[src/sv/scsad_pkg.sv]
// ----------------------------------------------------------------------------
// Stereo SAD matching cost package
// Shared constants, item types and the per-pixel absolute-difference cost.
// ----------------------------------------------------------------------------
package scsad_pkg;

  localparam int NDISP     = 4;                 // disparities 0 .. NDISP-1
  localparam int WIN_DEPTH = NDISP - 1;         // pixel pairs held per row
  localparam int WIDX_W    = $clog2(WIN_DEPTH);
  localparam int CNT_W     = $clog2(NDISP);
  localparam int COL_W     = 12;
  localparam int WIDTH_W   = 13;
  localparam int MAX_WIDTH = 4096;
  localparam int COST_W    = 10;
  localparam int ADDR_W    = 3;
  localparam int DATA_W    = 32;

  localparam logic [WIDTH_W-1:0] WIDTH_RESET = WIDTH_W'(640);

  // register index, taken from the word address
  localparam logic REG_IMAGE_WIDTH = 1'b0;

  typedef logic [COST_W-1:0] cost_t;

  typedef struct packed {
    logic [7:0] left_red;
    logic [7:0] left_green;
    logic [7:0] left_blue;
    logic [7:0] right_red;
    logic [7:0] right_green;
    logic [7:0] right_blue;
  } scsad_in_t;

  typedef struct packed {
    cost_t cost_disp0;
    cost_t cost_disp1;
    cost_t cost_disp2;
    cost_t cost_disp3;
    logic  last_of_run;
  } scsad_out_t;

  // pairs[0] is the pixel whose result goes out next; pairs[1..lim] follow it
  typedef struct packed {
    scsad_in_t [NDISP-1:0] pairs;
    logic [CNT_W-1:0]      lim;
    logic [CNT_W-1:0]      rem;
  } scsad_job_t;

  typedef struct packed {
    logic             row_end;
    logic [COL_W-1:0] col;
  } scsad_stat_t;

  function automatic logic [7:0] absdiff8(input logic [7:0] a, input logic [7:0] b);
    logic [7:0] res;
    res = (a > b) ? (a - b) : (b - a);
    return res;
  endfunction

  // right half of pixel r against left half of pixel l
  function automatic cost_t pair_cost(input scsad_in_t r, input scsad_in_t l);
    cost_t sum;
    sum = COST_W'(absdiff8(r.right_red, l.left_red))
        + COST_W'(absdiff8(r.right_green, l.left_green))
        + COST_W'(absdiff8(r.right_blue, l.left_blue));
    return sum;
  endfunction

endpackage

[src/sv/scsad_window.sv]
// ----------------------------------------------------------------------------
// Stereo SAD pixel window
// Holds the recent pixel pairs of the row and the column count, and forms the
// run of pending pixels that each accepted item releases.
// ----------------------------------------------------------------------------
module scsad_window
  import scsad_pkg::*;
(
  input  logic                clk,
  input  logic                rst_n,
  input  logic                in_fire,
  input  scsad_in_t           in_data,
  input  logic [WIDTH_W-1:0]  image_width,
  output logic                new_job,
  output scsad_job_t          job,
  output scsad_stat_t         stat
);

  scsad_in_t        win_r [WIN_DEPTH];
  scsad_in_t        win_nxt [WIN_DEPTH];
  logic [COL_W-1:0] col_r;
  logic [COL_W-1:0] col_nxt;
  logic [COL_W-1:0] last_col;
  logic [CNT_W-1:0] n;
  logic             row_end;

  // last column of the row: zero acts as one, beyond the maximum is clipped
  always_comb begin
    if (image_width == '0) begin
      last_col = '0;
    end else if (image_width > WIDTH_W'(MAX_WIDTH)) begin
      last_col = COL_W'(MAX_WIDTH - 1);
    end else begin
      last_col = COL_W'(image_width - WIDTH_W'(1));
    end
  end

  assign row_end = (col_r >= last_col);
  assign n       = (col_r < COL_W'(WIN_DEPTH)) ? col_r[CNT_W-1:0] : CNT_W'(WIN_DEPTH);

  // oldest pending pixel first, current item at place n
  always_comb begin
    int idx;
    for (int i = 0; i < NDISP; i++) begin
      idx = int'(n) - 1 - i;
      if (i < int'(n)) begin
        job.pairs[i] = win_r[WIDX_W'(idx)];
      end else begin
        job.pairs[i] = in_data;
      end
    end
    job.lim = n;
    job.rem = row_end ? n : '0;
  end

  assign new_job = row_end || (n == CNT_W'(WIN_DEPTH));

  always_comb begin
    if (row_end) begin
      for (int i = 0; i < WIN_DEPTH; i++) begin
        win_nxt[i] = '0;
      end
      col_nxt = '0;
    end else begin
      win_nxt[0] = in_data;
      for (int i = 1; i < WIN_DEPTH; i++) begin
        win_nxt[i] = win_r[i-1];
      end
      col_nxt = col_r + COL_W'(1);
    end
  end

  always_ff @(posedge clk) begin
    if (!rst_n) begin
      col_r <= '0;
      for (int i = 0; i < WIN_DEPTH; i++) begin
        win_r[i] <= '0;
      end
    end else if (in_fire) begin
      col_r <= col_nxt;
      for (int i = 0; i < WIN_DEPTH; i++) begin
        win_r[i] <= win_nxt[i];
      end
    end
  end

  assign stat.row_end = row_end;
  assign stat.col     = col_r;

endmodule

[src/sv/scsad_cost.sv]
// ----------------------------------------------------------------------------
// Stereo SAD cost sequencer
// Holds one run of pending pixels, computes one result item per cycle from
// the head of the run unless the output stalls, and drives the result register.
// ----------------------------------------------------------------------------
module scsad_cost
  import scsad_pkg::*;
(
  input  logic        clk,
  input  logic        rst_n,
  input  logic        load,
  input  scsad_job_t  job_in,
  output logic        take,
  output logic        busy,
  output logic        out_valid,
  input  logic        out_ready,
  output scsad_out_t  out_data
);

  logic       job_valid_r;
  scsad_job_t job_r;
  scsad_job_t job_nxt;
  logic       emit;
  logic       run_done;
  cost_t      costs [NDISP];
  scsad_out_t res;
  logic       out_valid_r;
  scsad_out_t out_data_r;

  assign emit     = job_valid_r && (!out_valid_r || out_ready);
  assign run_done = emit && (job_r.rem == '0);
  assign take     = !job_valid_r || run_done;
  assign busy     = job_valid_r;

  // disparities past the end of the row cost zero
  always_comb begin
    for (int d = 0; d < NDISP; d++) begin
      if (d <= int'(job_r.lim)) begin
        costs[d] = pair_cost(job_r.pairs[0], job_r.pairs[d]);
      end else begin
        costs[d] = '0;
      end
    end
    res.cost_disp0  = costs[0];
    res.cost_disp1  = costs[1];
    res.cost_disp2  = costs[2];
    res.cost_disp3  = costs[3];
    res.last_of_run = (job_r.rem == '0);
  end

  // advance the run by one pixel
  always_comb begin
    job_nxt = job_r;
    for (int i = 0; i < NDISP - 1; i++) begin
      job_nxt.pairs[i] = job_r.pairs[i+1];
    end
    job_nxt.lim = job_r.lim - CNT_W'(1);
    job_nxt.rem = job_r.rem - CNT_W'(1);
  end

  always_ff @(posedge clk) begin
    if (!rst_n) begin
      job_valid_r <= 1'b0;
    end else if (load) begin
      job_valid_r <= 1'b1;
    end else if (run_done) begin
      job_valid_r <= 1'b0;
    end
  end

  always_ff @(posedge clk) begin
    if (load) begin
      job_r <= job_in;
    end else if (emit) begin
      job_r <= job_nxt;
    end
  end

  always_ff @(posedge clk) begin
    if (!rst_n) begin
      out_valid_r <= 1'b0;
    end else if (emit) begin
      out_valid_r <= 1'b1;
    end else if (out_ready) begin
      out_valid_r <= 1'b0;
    end
  end

  always_ff @(posedge clk) begin
    if (emit) begin
      out_data_r <= res;
    end
  end

  assign out_valid = out_valid_r;
  assign out_data  = out_data_r;

endmodule

[src/sv/stereo_sad_matching_cost_core.sv]
// ----------------------------------------------------------------------------
// Stereo SAD matching cost core
// Streams paired left/right RGB pixels and delivers per-disparity SAD costs.
// ----------------------------------------------------------------------------
// Takes one pixel pair per clock and gives one result item per clock in a
// steady row while the output is not stalled: the costs of a pixel leave three
// items after it arrives, through the run register of the cost sequencer and
// then the result register. The item that ends a row releases every pixel
// still pending, so it occupies the cost sequencer for up to four result
// items and the input waits for that run to drain.
// Each result is formed by one cost unit that works on the head of the held
// run, one result per cycle unless the output stalls. The row width sits in
// the register at byte address 0; the user must write it only while the core is idle (not enforced).
module stereo_sad_matching_cost_core
  import scsad_pkg::*;
(
  input  logic              clk,
  input  logic              rst_n,
  input  logic              in_valid,
  output logic              in_ready,
  input  scsad_in_t         in_data,
  output logic              out_valid,
  input  logic              out_ready,
  output scsad_out_t        out_data,
  input  logic              cfg_psel,
  input  logic              cfg_penable,
  input  logic              cfg_pwrite,
  input  logic [ADDR_W-1:0] cfg_paddr,
  input  logic [DATA_W-1:0] cfg_pwdata,
  output logic [DATA_W-1:0] cfg_prdata,
  output logic              cfg_pready
);

  logic [WIDTH_W-1:0] image_width_r;
  logic               cfg_wr;
  logic               in_fire;
  logic               new_job;
  scsad_job_t         job;
  scsad_stat_t        stat;
  logic               take;
  logic               busy;

  assign cfg_pready = 1'b1;
  assign cfg_wr     = cfg_psel && cfg_penable && cfg_pwrite && cfg_pready;

  always_ff @(posedge clk) begin
    if (!rst_n) begin
      image_width_r <= WIDTH_RESET;
    end else if (cfg_wr && (cfg_paddr[ADDR_W-1] == REG_IMAGE_WIDTH)) begin
      image_width_r <= cfg_pwdata[WIDTH_W-1:0];
    end
  end

  assign cfg_prdata = (cfg_paddr[ADDR_W-1] == REG_IMAGE_WIDTH)
                    ? DATA_W'(image_width_r) : '0;

  assign in_ready = take;
  assign in_fire  = in_valid && in_ready;

  scsad_window u_window (
    .clk         (clk),
    .rst_n       (rst_n),
    .in_fire     (in_fire),
    .in_data     (in_data),
    .image_width (image_width_r),
    .new_job     (new_job),
    .job         (job),
    .stat        (stat)
  );

  scsad_cost u_cost (
    .clk       (clk),
    .rst_n     (rst_n),
    .load      (in_fire && new_job),
    .job_in    (job),
    .take      (take),
    .busy      (busy),
    .out_valid (out_valid),
    .out_ready (out_ready),
    .out_data  (out_data)
  );

  // a row-ending item returns the column count to zero
  a_row_restart: assert property (@(posedge clk) disable iff (!rst_n)
    (in_fire && stat.row_end) |=> (stat.col == '0))
    else $error("column count not cleared after row end");

  // results of one run leave back to back
  a_run_gapless: assert property (@(posedge clk) disable iff (!rst_n)
    (out_valid && out_ready && !out_data.last_of_run) |=> out_valid)
    else $error("gap inside a run of result items");

  // input only stalls behind a run still in the sequencer
  a_stall_cause: assert property (@(posedge clk) disable iff (!rst_n)
    !in_ready |-> busy)
    else $error("input stalled with no run pending");

endmodule

[config.mk]
export PLATFORM = sky130hd
export DESIGN_NAME = stereo_sad_matching_cost_core
export DESIGN_NICKNAME = d
export VERILOG_FILES = /design/src/sv/scsad_pkg.sv /design/src/sv/scsad_window.sv /design/src/sv/scsad_cost.sv /design/src/sv/stereo_sad_matching_cost_core.sv
export SDC_FILE = /design/constraint.sdc
export NUM_CORES = 1
export LEC_CHECK = 0
export ABC_AREA = 1
export BUFFER_PORTS_ARGS = -buffer_cell sky130_fd_sc_hd__buf_2
export CORE_MARGIN = 4
export CORE_UTILIZATION = 49
export CTS_CLUSTER_DIAMETER = 50
export CTS_CLUSTER_SIZE = 12
export DETAILED_ROUTE_END_ITERATION = 6
export PLACE_DENSITY = 0.66
export SYNTH_ARGS = -nofsm -noshare
export SYNTH_HDL_FRONTEND = slang
export SYNTH_SLANG_ARGS = --single-unit
[constraint.sdc]
create_clock -name clk -period 20.3 [get_ports clk]
set_input_delay 1.015 -clock clk [delete_from_list [all_inputs] [get_ports clk]]
set_output_delay 1.015 -clock clk [all_outputs]
set_load 0.005 [all_outputs]
Word level (Yosys, flattened, before mapping)
Memory sizes are Yosys's and may differ from the RTL's. Index checks and enable logic that the tools add are counted.

Flip-flop bits (word level): 264. Memories kept: 1. Output and inout bits: 76. Word-level logic and storage cells: 153. RAM bits: 144.

Memory list: u_window.win_r (words 3, width 48, read ports 5, clocked after memory_dff 0, wr ports 3, line scsad_window.sv:19) `scsad_in_t win_r [WIN_DEPTH];`.

Add/subtract/negate cells: 39. Multiplexer cells: 35. Bitwise operators: 4. Order comparisons: 21. Equality and inequality tests: 1. Reduce and logical (&&, ||, !) cells: 17.

Operators by type and width (number): two-way mux 48 bit (6); two-way mux 196 bit (1); subtractor 8 bit (24); two-way mux 148 bit (1); two-way mux 144 bit (1); > comparator 8 bit (12); two-way mux 8 bit (12); adder 10 x 8 -> 10 bit (4); adder 8 x 8 -> 9 bit (4); two-way mux 12 bit (3); > comparator 13 bit (second input constant) (1); zero test 13 bit (1); two-way mux 13 bit (1); adder 12 x 1 -> 12 bit (second input constant) (1); greater-or-equal comparator 12 bit (1); < comparator 12 x 2 -> 1 bit (second input constant) (1); subtractor 12 x 1 -> 12 bit (second input constant) (1); two-way mux 1 bit (8); logical AND 1 bit (7); nonzero test 2 bit (3); subtractor 2 x 1 -> 2 bit (second input constant) (3); <= comparator 2 bit (first input constant) (2); < comparator 1 x 2 -> 1 bit (first input constant) (2); two-way mux 2 bit (2); 9 further kinds (15).

Longest topological paths before layout
Depth in word-level cells: 10. Gate-level depth with buffers: 29.

By module
From an unflattened synthesis, not the netlist that was laid out.

Cells, all modules: 4792. Area, all modules: 33597.2 um2.

By module, submodules not included: scsad_cost (instances 1, area each 21540.7 um2, cells each 2989); scsad_window (instances 1, area each 11205.7 um2, cells each 1664); stereo_sad_matching_cost_core (instances 1, area each 850.8 um2, cells each 139).

Least setup slack after synthesis
No wires, ideal clock.

Path type: input port to flip-flop. From: in out_ready. To: reg u_cost.job_r (netlist bit u_cost.job_nxt[10]), enable pin. Cell stages on the path: 4. Setup time: 0.860 ns. Setup slack: 7.942 ns. Arrival time: 11.498 ns. Path buffers: 0. Required time: 19.440 ns. Path through: inv_1 nand2_1 inv_1 o21ai_0.

Word-level cells in the longest chain between the ends: 7.

RTL lines: start, declared (line stereo_sad_matching_cost_core.sv:23) `input logic out_ready,`; logical OR 1 bit (*) (line scsad_cost.sv:30) `assign emit = job_valid_r && (!out_valid_r || out_ready);`; logical AND 1 bit (*) (line scsad_cost.sv:30); logical AND 1 bit (line scsad_cost.sv:31) `assign run_done = emit && (job_r.rem == '0);`; logical OR 1 bit (line scsad_cost.sv:32) `assign take = !job_valid_r || run_done;`; logical AND 1 bit (line stereo_sad_matching_cost_core.sv:58) `assign in_fire = in_valid && in_ready;`; logical AND 1 bit (line stereo_sad_matching_cost_core.sv:74) `.load (in_fire && new_job),`; nonzero test 2 bit (no source line) (*); end signal, assigned (line scsad_cost.sv:73) `job_r <= job_in;`; end signal, assigned (line scsad_cost.sv:75) `job_r <= job_nxt;`; end, declared (line scsad_cost.sv:21) `scsad_job_t job_r;`.

Mark *: on every way between the ends. The rest lies on a longest branch, timed or not. A chain may end at the register's enable or synchronous reset.

Worst setup path after layout
From: reg image_width_r[0]. To: reg u_cost.job_r[49] (netlist bit), enable pin.

Word-level cells in the longest chain between the ends: 7.

RTL lines: start, declared (line stereo_sad_matching_cost_core.sv:34) `logic [WIDTH_W-1:0] image_width_r;`; start signal, assigned (line stereo_sad_matching_cost_core.sv:50) `image_width_r <= cfg_pwdata[WIDTH_W-1:0];`; subtractor 12 x 1 -> 12 bit / > comparator 13 bit (equally long branches) (line scsad_window.sv:34, scsad_window.sv:31); two-way mux 12 bit (line scsad_window.sv:31) `end else if (image_width > WIDTH_W'(MAX_WIDTH)) begin`; two-way mux 12 bit (*) (line scsad_window.sv:29) `if (image_width == '0) begin`; greater-or-equal comparator 12 bit (*) (line scsad_window.sv:38) `assign row_end = (col_r >= last_col);`; logical OR 1 bit (*) (line scsad_window.sv:56) `assign new_job = row_end || (n == CNT_W'(WIN_DEPTH));`; logical AND 1 bit (*) (line stereo_sad_matching_cost_core.sv:74); nonzero test 2 bit (no source line) (*).

Marked as above.

==> impl_summary.md <==
Timing
Setup repair after global routing left no endpoint under its margin. The worst-case clock skew is 0.0445 ns. The timing-limited maximum frequency is ~170 MHz. The final number of hold-violating endpoints is 0. The post-route worst hold slack is 0.500 ns. The final setup violation count is 0.

The minimum clock period after layout is 5.84 ns. The worst max-slew margin expressed relative to the limit is 25.0%. The fraction of the cycle the final worst path needs is about 29%. The slew at the pin with the worst max-slew slack is about 1.1 ns.

The count of final max-slew check failures is 0. The final total negative setup slack is 0 ns.

Route
The detailed router placed 28989 vias in this run. In this run the remaining antenna-violating nets after routing total 0. The average detailed-routed wire length per instance is roughly 17 µm. The number of violations reported at the end of detailed-routing iteration 0 is 2185. After detailed routing, the number of vias per cell comes to 5.23. The final layout contains routed wiring with a total length of approximately 92 mm.

The number of optimization iterations in the first detailed-route pass is 5. For this run, design rule violations remaining after detail routing come to 0.

Critical path
Among the stages of the critical path, the cell type that occurs most often is sky130_fd_sc_hd__nand2_1. The signal on the critical path passes through inv_1, ha_1, nand4_1, nor2_1, nand2_1, o21ai_2, nand3_1, nand2_1, ha_1, nand2_1, nor2_2, inv_1, nor2_1, nand2_1, nand3b_1, nand2_8, o21ai_4, buf_4, buf_4. The largest individual stage delay along the critical path comes from the cell sky130_fd_sc_hd__buf_4. Setup slack on the worst reg-to-reg path comes out at 14.46 ns. At the worst endpoint, the required time is 20.52 ns.

Counting both buffers and inverters, the worst setup path holds a total of 4. The data arrival at the endpoint of the critical path is 6.06 ns. The class of the most critical setup path is reg2reg. Broken down by cell family, the worst path's largest delay share belongs to simple AND/OR/NAND/NOR gates. The worst setup path is launched from a flip-flop.

The worst setup path is captured at a flip-flop. For this run, the slowest stage of the critical path takes 0.82 ns. Of all nets on the critical path, the largest fanout is ~130.

CTS
The clock latency on the worst-skew pair is approximately 0.64 ns. The number of gates resized after cts is 0. The number of buffers inserted by hold repair at cts is 0. The clock passes through at most 3 buffers. In this run, CTS created clock tree buffers numbering 56. The total clock sinks is 408. In this run the number of H-tree levels came out at 2. Buffers added to address setup during post-CTS repair amount to 0. The clock slew seen by the registers of the worst setup and hold paths is 0.05 ns.

The clock tree from TritonCTS is yes. The cell chosen for the clock root is sky130_fd_sc_hd__clkbuf_16.

Placed design
The port buffer count is 124. The number of instances in the placed design is 5435. Routability-driven placement finished with a final weighted congestion of about 0.95. Once detailed placement completed, the half-perimeter wirelength came to about 65 mm.

Logic synthesis
The Yosys step of the flow raised 0 warnings. The post-synthesis cell count is roughly 4600. The async set-or-reset flop fraction in the synthesized netlist is 0%. The number of distinct library cell variants in the gate-level netlist after synthesis is 46.

After synthesis, flip-flops and latches occupy between 30% and 40% of the total area. Each instance of the synthesized netlist takes up on average 7.19 µm². The count of state elements after synthesis is just over 400.

The most used flip-flop cell after synthesis is sky130_fd_sc_hd__edfxtp_1. The cell area that synthesis handed to floorplanning was 33000 µm². The number of enable flip-flop cells after synthesis is 381.

Hold path
The path category of the worst min-delay check is reg2reg.

Pwr
VDD sags by at most 0.0000656 V. For this design the static power due to leakage is 0.0181 µW. The design draws 2730 µW. The power per unit of standard cell area is 76.0 nW/µm².

Global routing
The first global-routing pass estimated about 150 mm of wire. The met1 routing resource usage after global routing is 34.8%. The overall track demand over capacity in global routing is approximately a quarter. The number of global-route vias before repair is approximately 27000. Entering global routing, the biggest net connects 126 pins. The total grt overflow is 0. The number of antenna violations at the first check in global routing came to 6. The global routing's busiest layer is met2.

The met3 layer usage reported by global route is 4.02%. For this run, global-route usage on met2 was measured as 41.4%.

Floorplan
The full die area is 71700 µm². The number of top-level design ports is 166. The row count is 94. The horizontal extent of the die is 268 µm. The effective utilization at floorplan is 49.8%. The core footprint is 66300 µm².

Measured along the y axis, the die boundary spans 268 µm.

Layout
The share of layout cells above drive strength 1 is 5.91%. The library cells used most frequently in the layout, excluding fill and tap cells, are sky130_fd_sc_hd__nand2_1, sky130_fd_sc_hd__inv_1, sky130_fd_sc_hd__nor2_1, sky130_fd_sc_hd__edfxtp_1, sky130_fd_sc_hd__nand3_1. Leaving out fill and tap cells, the most frequent cell in the layout is sky130_fd_sc_hd__nand2_1. The final cell count without fillers is 5538. Relative to the synthesized area, the layout overhead comes to 8.77%. The final net count is 5016.

Status
The flow ran to the end, and the final reports show no timing, DRC or antenna violations.

Job
The tool flagged a number of max-cap violations equal to 0.
routing by layer:
| layer | up-vias | share of wire [%] |
|---|---|---|
| met4 | 6 | 3.3 |
| met2 | 919 | 45 |
| li1 | 14743 | - |
| met3 | 174 | 7.1 |
| met1 | 13147 | 45 |
| met5 | - | 0.045 |
cell families (layout without fill, tap and decap cells):
group           Yosys count  count (layout)  share of synthesized area [%]
xor+xnor                133             133                           3.53
buf+inv                 854             912                           10.7
other cells               2              23                         0.0227
compound gates          437             437                           7.24
simple gates           2464            2464                           30.3
fa+ha+maj               297             297                           12.0
flops                   408             408                           36.3
power breakdown:
part / leakage (µW) / internal, µW / total (µW) / switching, µW
clock network: 0.000902 / 596 / 997 / 401
logic: 0.0133 / 250 / 744 / 495
registers: 0.00395 / 970 / 992 / 21.5
total: 0.0181 / 1820 / 2730 / 917
synth_stat cells (3+ instances only):
library cell                   n  area, µm²
sky130_fd_sc_hd__edfxtp_1    381      11400
sky130_fd_sc_hd__a21o_1        8       60.1
sky130_fd_sc_hd__dfxtp_1      27        541
sky130_fd_sc_hd__xnor2_1      22        193
sky130_fd_sc_hd__ha_1        265       3320
sky130_fd_sc_hd__buf_6        14        158
sky130_fd_sc_hd__inv_1       653       2450
sky130_fd_sc_hd__nand4_1     108        676
sky130_fd_sc_hd__nand2_2       4       25.0
sky130_fd_sc_hd__o21ai_0     107        536
sky130_fd_sc_hd__buf_4        27        203
sky130_fd_sc_hd__buf_2        77        385
sky130_fd_sc_hd__nand3_1     271       1360
sky130_fd_sc_hd__clkbuf_1     59        221
sky130_fd_sc_hd__fa_1         32        641
sky130_fd_sc_hd__a21oi_1     252       1260
sky130_fd_sc_hd__a21boi_0      3       22.5
sky130_fd_sc_hd__nor3_1       54        270
sky130_fd_sc_hd__o21ai_1       3       15.0
sky130_fd_sc_hd__buf_1        11       41.3
sky130_fd_sc_hd__nand2_1    1606       6030
sky130_fd_sc_hd__nor2_1      401       1510
sky130_fd_sc_hd__inv_2         7       26.3
sky130_fd_sc_hd__o21a_1        3       22.5
sky130_fd_sc_hd__o211ai_1     41        308
sky130_fd_sc_hd__xor2_1      111        972
sky130_fd_sc_hd__o2111ai_1    13        114
sky130_fd_sc_hd__or2_2         9       56.3
worst reg2reg max path: stages, from the launching register on:
cell                       delay, ns
sky130_fd_sc_hd__dfxtp_1        0.30
sky130_fd_sc_hd__inv_1          0.13
sky130_fd_sc_hd__ha_1           0.23
sky130_fd_sc_hd__nand4_1        0.18
sky130_fd_sc_hd__nor2_1         0.20
sky130_fd_sc_hd__nand2_1        0.12
sky130_fd_sc_hd__o21ai_2        0.32
sky130_fd_sc_hd__nand3_1        0.11
sky130_fd_sc_hd__nand2_1        0.09
sky130_fd_sc_hd__ha_1           0.16
sky130_fd_sc_hd__nand2_1        0.08
sky130_fd_sc_hd__nor2_2         0.15
sky130_fd_sc_hd__inv_1          0.05
sky130_fd_sc_hd__nor2_1         0.09
sky130_fd_sc_hd__nand2_1        0.11
sky130_fd_sc_hd__nand3b_1       0.21
sky130_fd_sc_hd__nand2_8        0.49
sky130_fd_sc_hd__o21ai_4        0.69
sky130_fd_sc_hd__buf_4          0.81
sky130_fd_sc_hd__buf_4          0.84
registers in the layout, summed over array words and instances (netlist names):
| name | cells |
|---|---|
| u_cost.job_nxt | 144 |
| u_window.win_r | 144 |
| u_cost.job_r | 52 |
| u_cost.out_data | 41 |
| image_width_r | 13 |
| u_window.col_r | 12 |
| u_cost.busy | 1 |
| u_cost.out_valid | 1 |
worst paths after layout:
check	cells past startpoint	startpoint	end
max	19	image_width_r[0]	u_cost.job_r[49]
min	2	image_width_r[8]	image_width_r[8]
max reg2reg	19	image_width_r[0]	u_cost.job_r[49]
min reg2reg	2	image_width_r[8]	image_width_r[8]
through the flow:
| step | setup slack (ns) | util, % | area [µm²] |
|---|---|---|---|
| finish | 14.46 | 54.2 | 35900 |
| global placement | 14.50 | 51.3 | 34000 |
| floorplan | 7.94 | - | 33100 |
| global route | 13.98 | 54.2 | 35900 |
| CTS | 14.38 | 54.2 | 35900 |
| detailed placement | 14.44 | 51.3 | 34000 |
cell type report:
type / count / area, µm²
fill: 6467 / 30400
multi-input combinational: 3351 / 17700
sequential: 408 / 12000
inverter: 662 / 2490
clock buffer: 67 / 1500
tap: 864 / 1080
timing repair buffer: 150 / 816
clock inverter: 33 / 400
antenna: 3 / 7.51
Power figures use the tool's default switching activity.
